**src/sv/swr_pkg.sv**
```systemverilog
// Shared types, register indexes and constants for the sampling control word randomizer.
// Used by every module of the block; depends on nothing else.

package swr_pkg;

   // Default width of the random field that is ORed in at bit 32.
   localparam int unsigned RANDOM_BITS_DEF = 12;

   // Widths of the fixed fields.
   localparam int unsigned WORD_W   = 64;
   localparam int unsigned PERIOD_W = 20;
   localparam int unsigned LFSR_W   = 16;
   localparam int unsigned OPW_W    = 20;
   localparam int unsigned CSR_IDX_W = 3;

   // LFSR seed after reset.
   localparam logic [LFSR_W-1:0] LFSR_SEED = 16'hF00D;

   // Op count clamp limits and saturation limit.
   localparam logic [15:0] OP_CLAMP_LO = 16'h0081;
   localparam logic [15:0] OP_CLAMP_HI = 16'hFF80;
   localparam logic [15:0] OP_MAXCNT   = 16'hFFFF;

   // Bit positions in the control word.
   localparam int unsigned FETCH_RAND_EN_BIT = 57;
   localparam int unsigned FETCH_VAL_BIT     = 49;
   localparam int unsigned FETCH_ENABLE_BIT  = 48;
   localparam int unsigned OP_CNT_CTL_BIT    = 19;
   localparam int unsigned OP_VAL_BIT        = 18;
   localparam int unsigned OP_ENABLE_BIT     = 17;
   localparam int unsigned RAND_FIELD_LSB    = 32;

   // Commands carried by a request.
   typedef enum logic [1:0] {
      CMD_OP_START    = 2'd0,
      CMD_OP_REARM    = 2'd1,
      CMD_FETCH_START = 2'd2,
      CMD_FETCH_REARM = 2'd3
   } cmd_type;

   // Configuration register indexes.
   typedef enum logic [CSR_IDX_W-1:0] {
      CSR_OP_PERIOD        = 3'd0,
      CSR_FETCH_PERIOD     = 3'd1,
      CSR_FETCH_RANDOM_EN  = 3'd2,
      CSR_CUR_CNT_WRITABLE = 3'd3,
      CSR_DISPATCH_CAPABLE = 3'd4,
      CSR_COUNT_DISPATCHED = 3'd5,
      CSR_OP_SAMPLING_ON   = 3'd6,
      CSR_FETCH_SAMPLING_ON = 3'd7
   } csr_idx_type;

   // Request payload.
   typedef struct packed {
      cmd_type            cmd;
      logic [WORD_W-1:0]  status_word;
   } req_type;

   // Response payload.
   typedef struct packed {
      logic [WORD_W-1:0]  control_word;
      logic               write_word;
   } rsp_type;

   // Configuration register contents.
   typedef struct packed {
      logic [PERIOD_W-1:0] op_period;
      logic [PERIOD_W-1:0] fetch_period;
      logic                fetch_random_enable;
      logic                current_count_writable;
      logic                dispatch_count_capable;
      logic                count_dispatched;
      logic                op_sampling_on;
      logic                fetch_sampling_on;
   } cfg_type;

   // State update produced by the word builder for one transaction.
   typedef struct packed {
      logic               lfsr_step;
      logic [LFSR_W-1:0]  lfsr_next;
      logic               op_load;
      logic [OPW_W-1:0]   op_word_next;
   } state_upd_type;

endpackage

```
**src/sv/swr_csr.sv**
```systemverilog
// Configuration register file of the sampling control word randomizer.
// Depends on swr_pkg for the register indexes and the cfg_type struct.

module swr_csr (
   input  logic                          clock,
   input  logic                          reset,
   input  logic                          csr_valid,
   input  swr_pkg::csr_idx_type          csr_index,
   input  logic [swr_pkg::PERIOD_W-1:0]  csr_wdata,
   output swr_pkg::cfg_type              cfg
);
   import swr_pkg::*;

   cfg_type cfg_ff;
   cfg_type cfg_in;

   // Decode the write into the addressed register; the port is always ready.
   always_comb begin
      cfg_in = cfg_ff;
      if (csr_valid) begin
         unique case (csr_index)
            CSR_OP_PERIOD:         cfg_in.op_period              = csr_wdata;
            CSR_FETCH_PERIOD:      cfg_in.fetch_period           = csr_wdata;
            CSR_FETCH_RANDOM_EN:   cfg_in.fetch_random_enable    = csr_wdata[0];
            CSR_CUR_CNT_WRITABLE:  cfg_in.current_count_writable = csr_wdata[0];
            CSR_DISPATCH_CAPABLE:  cfg_in.dispatch_count_capable = csr_wdata[0];
            CSR_COUNT_DISPATCHED:  cfg_in.count_dispatched       = csr_wdata[0];
            CSR_OP_SAMPLING_ON:    cfg_in.op_sampling_on         = csr_wdata[0];
            CSR_FETCH_SAMPLING_ON: cfg_in.fetch_sampling_on      = csr_wdata[0];
            default:               cfg_in = cfg_ff;
         endcase
      end
   end

   // All registers clear on reset.
   always_ff @(posedge clock) begin
      if (reset) begin
         cfg_ff <= '0;
      end else begin
         cfg_ff <= cfg_in;
      end
   end

   assign cfg = cfg_ff;

endmodule

```
**src/sv/swr_build.sv**
```systemverilog
// Combinational control word builder: one transaction in, one response and a state update out.
// Depends on swr_pkg for the payload types, the command codes and the bit positions.

module swr_build #(
   parameter int unsigned RANDOM_BITS = swr_pkg::RANDOM_BITS_DEF
) (
   input  swr_pkg::cfg_type               cfg,
   input  swr_pkg::req_type               item,
   input  logic [swr_pkg::LFSR_W-1:0]     lfsr,
   input  logic [swr_pkg::OPW_W-1:0]      op_word,
   output swr_pkg::rsp_type               rsp,
   output swr_pkg::state_upd_type         upd
);
   import swr_pkg::*;

   localparam logic [16:0] OP_OFFSET = 17'(1) << (RANDOM_BITS - 5);

   logic [LFSR_W-1:0] lfsr_next;
   logic              fb;
   logic [15:0]       base;
   logic [15:0]       base_clamped;
   logic [16:0]       base_sum;
   logic [15:0]       base_sat;
   logic [15:0]       base_sel;
   logic [OPW_W-1:0]  op_new;
   logic [OPW_W-1:0]  op_src;
   logic [WORD_W-1:0] op_ext;
   logic [WORD_W-1:0] rand_add;
   logic [WORD_W-1:0] rand_or;
   logic [WORD_W-1:0] op_rand;
   logic [WORD_W-1:0] fetch_new;
   logic [WORD_W-1:0] fetch_rearm;

   // One Fibonacci step: taps at bits 0, 2, 3 and 5, new bit enters at the top.
   assign fb        = lfsr[0] ^ lfsr[2] ^ lfsr[3] ^ lfsr[5];
   assign lfsr_next = {fb, lfsr[LFSR_W-1:1]};

   // Op base period: clamp it, or add the offset and saturate.
   assign base         = cfg.op_period[PERIOD_W-1:4];
   assign base_clamped = (base < OP_CLAMP_LO) ? OP_CLAMP_LO :
                         (base > OP_CLAMP_HI) ? OP_CLAMP_HI : base;
   assign base_sum     = {1'b0, base} + OP_OFFSET;
   assign base_sat     = base_sum[16] ? OP_MAXCNT : base_sum[15:0];
   assign base_sel     = cfg.current_count_writable ? base_sat : base_clamped;

   // Op word before randomization: count control, enable and the base count.
   always_comb begin
      op_new = {{(OPW_W-16){1'b0}}, base_sel};
      op_new[OP_CNT_CTL_BIT] = cfg.dispatch_count_capable & cfg.count_dispatched;
      op_new[OP_ENABLE_BIT]  = 1'b1;
   end

   // Randomize with the stepped LFSR value: signed byte add, or random field at bit 32.
   assign op_src   = (item.cmd == CMD_OP_START) ? op_new : op_word;
   assign op_ext   = {{(WORD_W-OPW_W){1'b0}}, op_src};
   assign rand_add = op_ext + {{(WORD_W-8){lfsr_next[11]}}, lfsr_next[11:4]};
   assign rand_or  = op_ext | (WORD_W'(lfsr_next[RANDOM_BITS-1:0]) << RAND_FIELD_LSB);
   assign op_rand  = cfg.current_count_writable ? rand_or : rand_add;

   // Fetch words: fresh from the configuration, or rearmed from the status word.
   always_comb begin
      fetch_new = {{(WORD_W-16){1'b0}}, cfg.fetch_period[PERIOD_W-1:4]};
      fetch_new[FETCH_RAND_EN_BIT] = cfg.fetch_random_enable;
      fetch_new[FETCH_ENABLE_BIT]  = 1'b1;
   end

   always_comb begin
      fetch_rearm = item.status_word;
      fetch_rearm[FETCH_VAL_BIT]    = 1'b0;
      fetch_rearm[31:16]            = '0;
      fetch_rearm[FETCH_ENABLE_BIT] = 1'b1;
   end

   // Select the response and the state update by command.
   always_comb begin
      rsp              = '0;
      upd              = '0;
      upd.lfsr_next    = lfsr_next;
      upd.op_word_next = op_new;
      unique case (item.cmd)
         CMD_OP_START: begin
            if (cfg.op_sampling_on) begin
               rsp.control_word = op_rand;
               rsp.write_word   = 1'b1;
               upd.lfsr_step    = 1'b1;
               upd.op_load      = 1'b1;
            end
         end
         CMD_OP_REARM: begin
            if (cfg.op_sampling_on && item.status_word[OP_VAL_BIT]) begin
               rsp.control_word = op_rand;
               rsp.write_word   = 1'b1;
               upd.lfsr_step    = 1'b1;
            end
         end
         CMD_FETCH_START: begin
            if (cfg.fetch_sampling_on) begin
               rsp.control_word = fetch_new;
               rsp.write_word   = 1'b1;
            end
         end
         CMD_FETCH_REARM: begin
            if (cfg.fetch_sampling_on && item.status_word[FETCH_VAL_BIT]) begin
               rsp.control_word = fetch_rearm;
               rsp.write_word   = 1'b1;
            end
         end
         default: begin
            rsp = '0;
         end
      endcase
   end

endmodule

```
**src/sv/sampling_ctl_word_randomizer.sv**
```systemverilog
// Top level of the sampling control word randomizer: input register, builder, result register.
// Depends on swr_pkg, swr_csr and swr_build.
//
//   Channel  Direction  Handshake                 Payload
//   req      in         req_valid / req_stall     swr_pkg::req_type (cmd, status_word)
//   rsp      out        rsp_valid / rsp_stall     swr_pkg::rsp_type (control_word, write_word)
//   csr      in         csr_valid / csr_ready     csr_index, csr_wdata
//
// One transaction per cycle while rsp_stall is low; each passes the input and result registers.
// The LFSR and the stored op word update in the cycle a transaction leaves the input register.
// Synchronous active-high reset clears the configuration, the valid flags, the LFSR (to its
// seed) and the stored op word. A stalled response holds; the input register keeps
// accepting until it is full, and req_stall rises only when both registers are occupied.

module sampling_ctl_word_randomizer #(
   parameter int unsigned RANDOM_BITS = swr_pkg::RANDOM_BITS_DEF
) (
   input  logic                          clock,
   input  logic                          reset,
   input  logic                          req_valid,
   output logic                          req_stall,
   input  swr_pkg::req_type              req_payload,
   output logic                          rsp_valid,
   input  logic                          rsp_stall,
   output swr_pkg::rsp_type              rsp_payload,
   input  logic                          csr_valid,
   output logic                          csr_ready,
   input  swr_pkg::csr_idx_type          csr_index,
   input  logic [swr_pkg::PERIOD_W-1:0]  csr_wdata
);
   import swr_pkg::*;

   cfg_type           cfg;
   logic              s1_valid_ff;
   req_type           s1_item_ff;
   logic              rsp_valid_ff;
   rsp_type           rsp_data_ff;
   logic [LFSR_W-1:0] lfsr_ff;
   logic [LFSR_W-1:0] lfsr_in;
   logic [OPW_W-1:0]  op_word_ff;
   logic [OPW_W-1:0]  op_word_in;
   rsp_type           rsp_next;
   state_upd_type     upd;
   logic              out_free;
   logic              s1_move;
   logic              req_take;

   // Configuration registers; writes are always taken.
   assign csr_ready = 1'b1;

   swr_csr u_csr (
      .clock     (clock),
      .reset     (reset),
      .csr_valid (csr_valid),
      .csr_index (csr_index),
      .csr_wdata (csr_wdata),
      .cfg       (cfg)
   );

   // Builder works on the registered transaction with the current state.
   swr_build #(
      .RANDOM_BITS (RANDOM_BITS)
   ) u_build (
      .cfg     (cfg),
      .item    (s1_item_ff),
      .lfsr    (lfsr_ff),
      .op_word (op_word_ff),
      .rsp     (rsp_next),
      .upd     (upd)
   );

   // Flow control between the two register stages.
   assign out_free  = !rsp_valid_ff || !rsp_stall;
   assign s1_move   = s1_valid_ff && out_free;
   assign req_stall = s1_valid_ff && !out_free;
   assign req_take  = req_valid && !req_stall;

   // State advances only when its transaction moves into the result register.
   assign lfsr_in    = (s1_move && upd.lfsr_step) ? upd.lfsr_next : lfsr_ff;
   assign op_word_in = (s1_move && upd.op_load) ? upd.op_word_next : op_word_ff;

   // Control and state registers.
   always_ff @(posedge clock) begin
      if (reset) begin
         s1_valid_ff  <= 1'b0;
         rsp_valid_ff <= 1'b0;
         lfsr_ff      <= LFSR_SEED;
         op_word_ff   <= '0;
      end else begin
         if (req_take || s1_move) begin
            s1_valid_ff <= req_take;
         end
         if (out_free) begin
            rsp_valid_ff <= s1_valid_ff;
         end
         lfsr_ff    <= lfsr_in;
         op_word_ff <= op_word_in;
      end
   end

   // Payload registers.
   always_ff @(posedge clock) begin
      if (req_take) begin
         s1_item_ff <= req_payload;
      end
      if (s1_move) begin
         rsp_data_ff <= rsp_next;
      end
   end

   assign rsp_valid   = rsp_valid_ff;
   assign rsp_payload = rsp_data_ff;

`ifndef SYNTHESIS
   // A response that asks for no write carries a zero word.
   assert property (@(posedge clock) disable iff (reset)
      (rsp_valid && !rsp_payload.write_word) |-> (rsp_payload.control_word == '0))
      else $error("response without write carries a nonzero word");

   // The LFSR never falls into the all-zero lock-up state.
   assert property (@(posedge clock) disable iff (reset)
      lfsr_ff != '0)
      else $error("LFSR reached zero");

   // The LFSR holds unless an op word leaves the input register.
   assert property (@(posedge clock) disable iff (reset)
      !(s1_move && upd.lfsr_step) |=> $stable(lfsr_ff))
      else $error("LFSR stepped without an op word");

   // A full input register with a blocked result register stalls the request side.
   assert property (@(posedge clock) disable iff (reset)
      (s1_valid_ff && rsp_valid_ff && rsp_stall) |-> req_stall)
      else $error("request accepted with both stages full");
`endif

endmodule

```
**config.mk**
```make
export PLATFORM = sky130hd
export DESIGN_NAME = sampling_ctl_word_randomizer
export DESIGN_NICKNAME = d
export VERILOG_FILES = /design/src/sv/swr_pkg.sv /design/src/sv/swr_csr.sv /design/src/sv/swr_build.sv /design/src/sv/sampling_ctl_word_randomizer.sv
export SDC_FILE = /design/constraint.sdc
export NUM_CORES = 1
export LEC_CHECK = 0
export ABC_CLOCK_PERIOD_IN_PS = 5540
export BUFFER_PORTS_ARGS = -buffer_cell sky130_fd_sc_hd__buf_2
export CORE_MARGIN = 2
export CORE_UTILIZATION = 55
export DETAILED_ROUTE_END_ITERATION = 12
export PLACE_DENSITY = 0.8
export SLEW_MARGIN = 0
export SYNTH_ARGS = -nofsm -noshare
export SYNTH_HDL_FRONTEND = slang
export SYNTH_SLANG_ARGS = --single-unit
```
**constraint.sdc**
```tcl
create_clock -name clock -period 5.54 [get_ports clock]
set_input_delay 0.277 -clock clock [delete_from_list [all_inputs] [get_ports clock]]
set_output_delay 0.277 -clock clock [all_outputs]
set_load 0.02 [all_outputs]
```
==> flow_metrics.tcl <==
set metrics [dict create \
    status "finished clean" \
    worstPathArrival_ns 4.49 \
    overflow 0 \
    synth_cell_type_count 66 \
    synth_cells 832 \
    cellPowerDensity_mw_per_mm2 290 \
    finalCritPeriodShare_pct 78.2 \
    gp_congestion 0.932 \
    viasPerCell 5.89 \
    max_freq_mhz 231 \
    grt_pass1_vias 6229 \
    worstReg2RegEnd "rsp_payload[60]" \
    fin_crit_ns 4.33 \
    synth_area_leaders "edfxtp_1 (38%), dfxtp_1 (18%), nand2_1 (7.2%), a21oi_1 (4.6%), ha_1 (3.5%)" \
    startpoint_type "flop" \
    area_growth_pct 15.9 \
    cts-root-buf "clkbuf_16" \
    grt.total_usage_pct 24.7 \
    timing.rr.start "u_csr.cfg[4]" \
    clock_latency_ns 0.44 \
    synth_flop_cell "edfxtp_1" \
    die_h_um 127 \
    maxCapViolations 0 \
    worst_pin_slew_ns 1.16 \
    grt_pass1_wl_um 31000 \
    layout-drive-gt1-share_pct 20.6 \
    r2r_slack_ns 1.21 \
    required_ns 5.70 \
    ys_seq_area_share_pct 55.4 \
    hp-class "input port to flop" \
    yosys.area.top_type "edfxtp_1" \
    die_width_um 127 \
    cts_sinks 178 \
    worstPathMaxFanout 31 \
    yosysTopAreaCellShare_pct 37.6 \
    cts_setup_buffers 0 \
    hp-start "req_payload[53]" \
    ys_ff_latch 178 \
    hold_depth 1 \
    grt_max_degree 75 \
    drt_pass1_iterations 5 \
    htree_levels 4 \
    core_area_mm2 0.0146 \
    dr_total_vias 6729 \
    routedWlPerCell_um 17.1 \
    diodes 0 \
    yosysWarnings 0 \
    routed_wirelength_um 19500 \
    setup_slack_ns 1.21 \
    rr_worst_depth 12 \
    rsz0062_at_grt "false" \
    postSynthAreaPerCell_um2 9.98 \
    io_pins 162 \
    die_area_mm2 0.0161 \
    cts_tree "yes" \
    initialDrtViolationCount 706 \
    power.leakage_nw 3.82 \
    finalHoldViolations 0 \
    antenna_found_initial 0 \
    synth.cell_area_mm2 0.00831 \
    slew_headroom_pct 22.8 \
    path_class "flop to flop" \
    post-dp-hpwl_um 13500 \
    cts.clk_slew.worst_paths_ns 0.07 \
    irDropWorstVdd_mv 0.193 \
    synth_common_cells "nand2_1 (159), edfxtp_1 (104), a21oi_1 (76)" \
    critPathCaptureType "flop" \
    numCtsBuffers 17 \
    setup_viol 0 \
    synth_edf_count 104 \
    clockBufferDepth 2 \
    numPortBuffers 141 \
    pre_cts_slack_ns 1.30 \
    drc_errors 0 \
    fin_hold_ws_ns 0.0113 \
    synthMostInstantiatedCell "nand2_1" \
    fin_setup_tns_ns 0 \
    fillers 1184 \
    ant_nets 0 \
    num_rows 44 \
    whs_endpoint "s1_item_ff[53]" \
    synthesis.nets 950 \
    maxSlewViolCount 0 \
    nNetsFinal 1063 \
    initial_core_util_pct 56.7 \
    synth-async-reset-ratio_pct 0 \
    skew_ns 0.00899 \
]
state kept, by name (all words and copies together), names as in the netlist:
name	flops
u_csr.cfg	38
s1_item_ff	50
lfsr_ff	16
op_word_ff	18
rsp_valid	1
s1_valid_ff	1
rsp_payload	54
cells in the final DEF (no fill, tap or decap), types with 4 or more instances in the layout:
cell type	Yosys	routed
or3_1	4	4
xor2_1	6	6
mux2i_1	9	9
nor3_1	9	9
nor2b_1	9	8
nand2_1	159	159
buf_4	12	10
inv_1	11	11
a221o_1	5	5
ha_1	23	23
and2_1	4	4
o221ai_1	4	4
a222oi_1	7	7
xnor2_1	11	11
nand3b_1	9	9
clkbuf_16	0	17
clkinvlp_4	0	4
o22ai_1	4	4
o211ai_1	6	6
nor2_1	58	57
nand3_1	46	46
a211oi_1	13	13
o21ai_0	30	30
a21o_1	7	7
o31ai_1	6	6
a21oi_1	76	76
dfxtp_1	74	74
buf_2	6	141
o21a_1	4	4
nand2b_1	6	6
a22oi_1	15	15
a22o_1	4	4
edfxtp_1	104	104
where the power goes:
group	leakage (nW)	internal [mW]	switching (mW)
registers	1.58	1.45	0.0201
logic	2.00	0.0739	0.132
clock network	0.249	0.615	0.500
worst max path at each step:
stage                  from         endpoint  slack (ns)
2_1_floorplan   s1_valid_ff      lfsr_ff[11]        1.27
3_3_place_gp   u_csr.cfg[4]  rsp_payload[38]        1.31
3_5_place_dp   u_csr.cfg[4]  rsp_payload[60]        1.30
4_1_cts        u_csr.cfg[4]  rsp_payload[34]        1.26
5_1_grt        u_csr.cfg[4]  rsp_payload[47]        0.83
6_report       u_csr.cfg[4]  rsp_payload[60]        1.21
critical path: stages, from the launching register on:
cell,delay [ns]
dfxtp_1,0.79
nand3_1,0.30
nor3_2,0.54
a211oi_1,0.17
o21ai_0,0.44
ha_1,0.26
nand4_1,0.15
nor3_1,0.19
o211ai_1,0.18
a311oi_1,0.41
or3_1,0.16
buf_4,0.31
nand3_1,0.14
cells by family after synthesis:
kind of cell,count (synthesis),share of synthesized area [%]
AND/OR/NAND/NOR,324,17.5
AO/OA/AOI/OAI,206,16.1
XOR/XNOR,17,1.79
other,1,0.0451
adder cells (fa/ha/maj),24,3.71
flip-flops,178,55.4
buffers and inverters,69,3.77
multiplexers,13,1.67
area by class of cell:
class | instances | area [um^2] | share of cell area, %
inverters | 11 | 41.3 | 0.429
multi-input cells | 585 | 3420 | 35.5
flip-flops and latches | 178 | 4600 | 47.8
clock buffers | 19 | 433 | 4.50
clock inverters | 13 | 111 | 1.16
well taps | 184 | 230 | 2.39
repair buffers | 152 | 791 | 8.21
metal layers:
| layer | wire length (um) | global-route usage [%] | up-vias |
|---|---|---|---|
| met5 | 0 | 0 | - |
| met4 | 346 | 8.53 | 0 |
| met3 | 1440 | 5.69 | 27 |
| met2 | 9260 | 39.2 | 261 |
| met1 | 8490 | 33.7 | 3204 |
| li1 | - | - | 3237 |
what timing repair did:
item                      4_1_cts  5_1_grt
hold buffers                    0        1
hold endpoints to repair        0        1
gates resized for setup         0        0
stage by stage:
stage	total power [mW]	utilization (%)	instance area, um^2	instances
after global placement	1.70	62.0	9080	1109
after global routing	2.87	65.8	9630	1142
after floorplan	1.63	-	8310	832
after detailed placement	1.70	62.0	9080	1109
final	2.79	65.8	9630	1142
after CTS	2.80	65.7	9620	1141
Power figures use the tool's default switching activity.
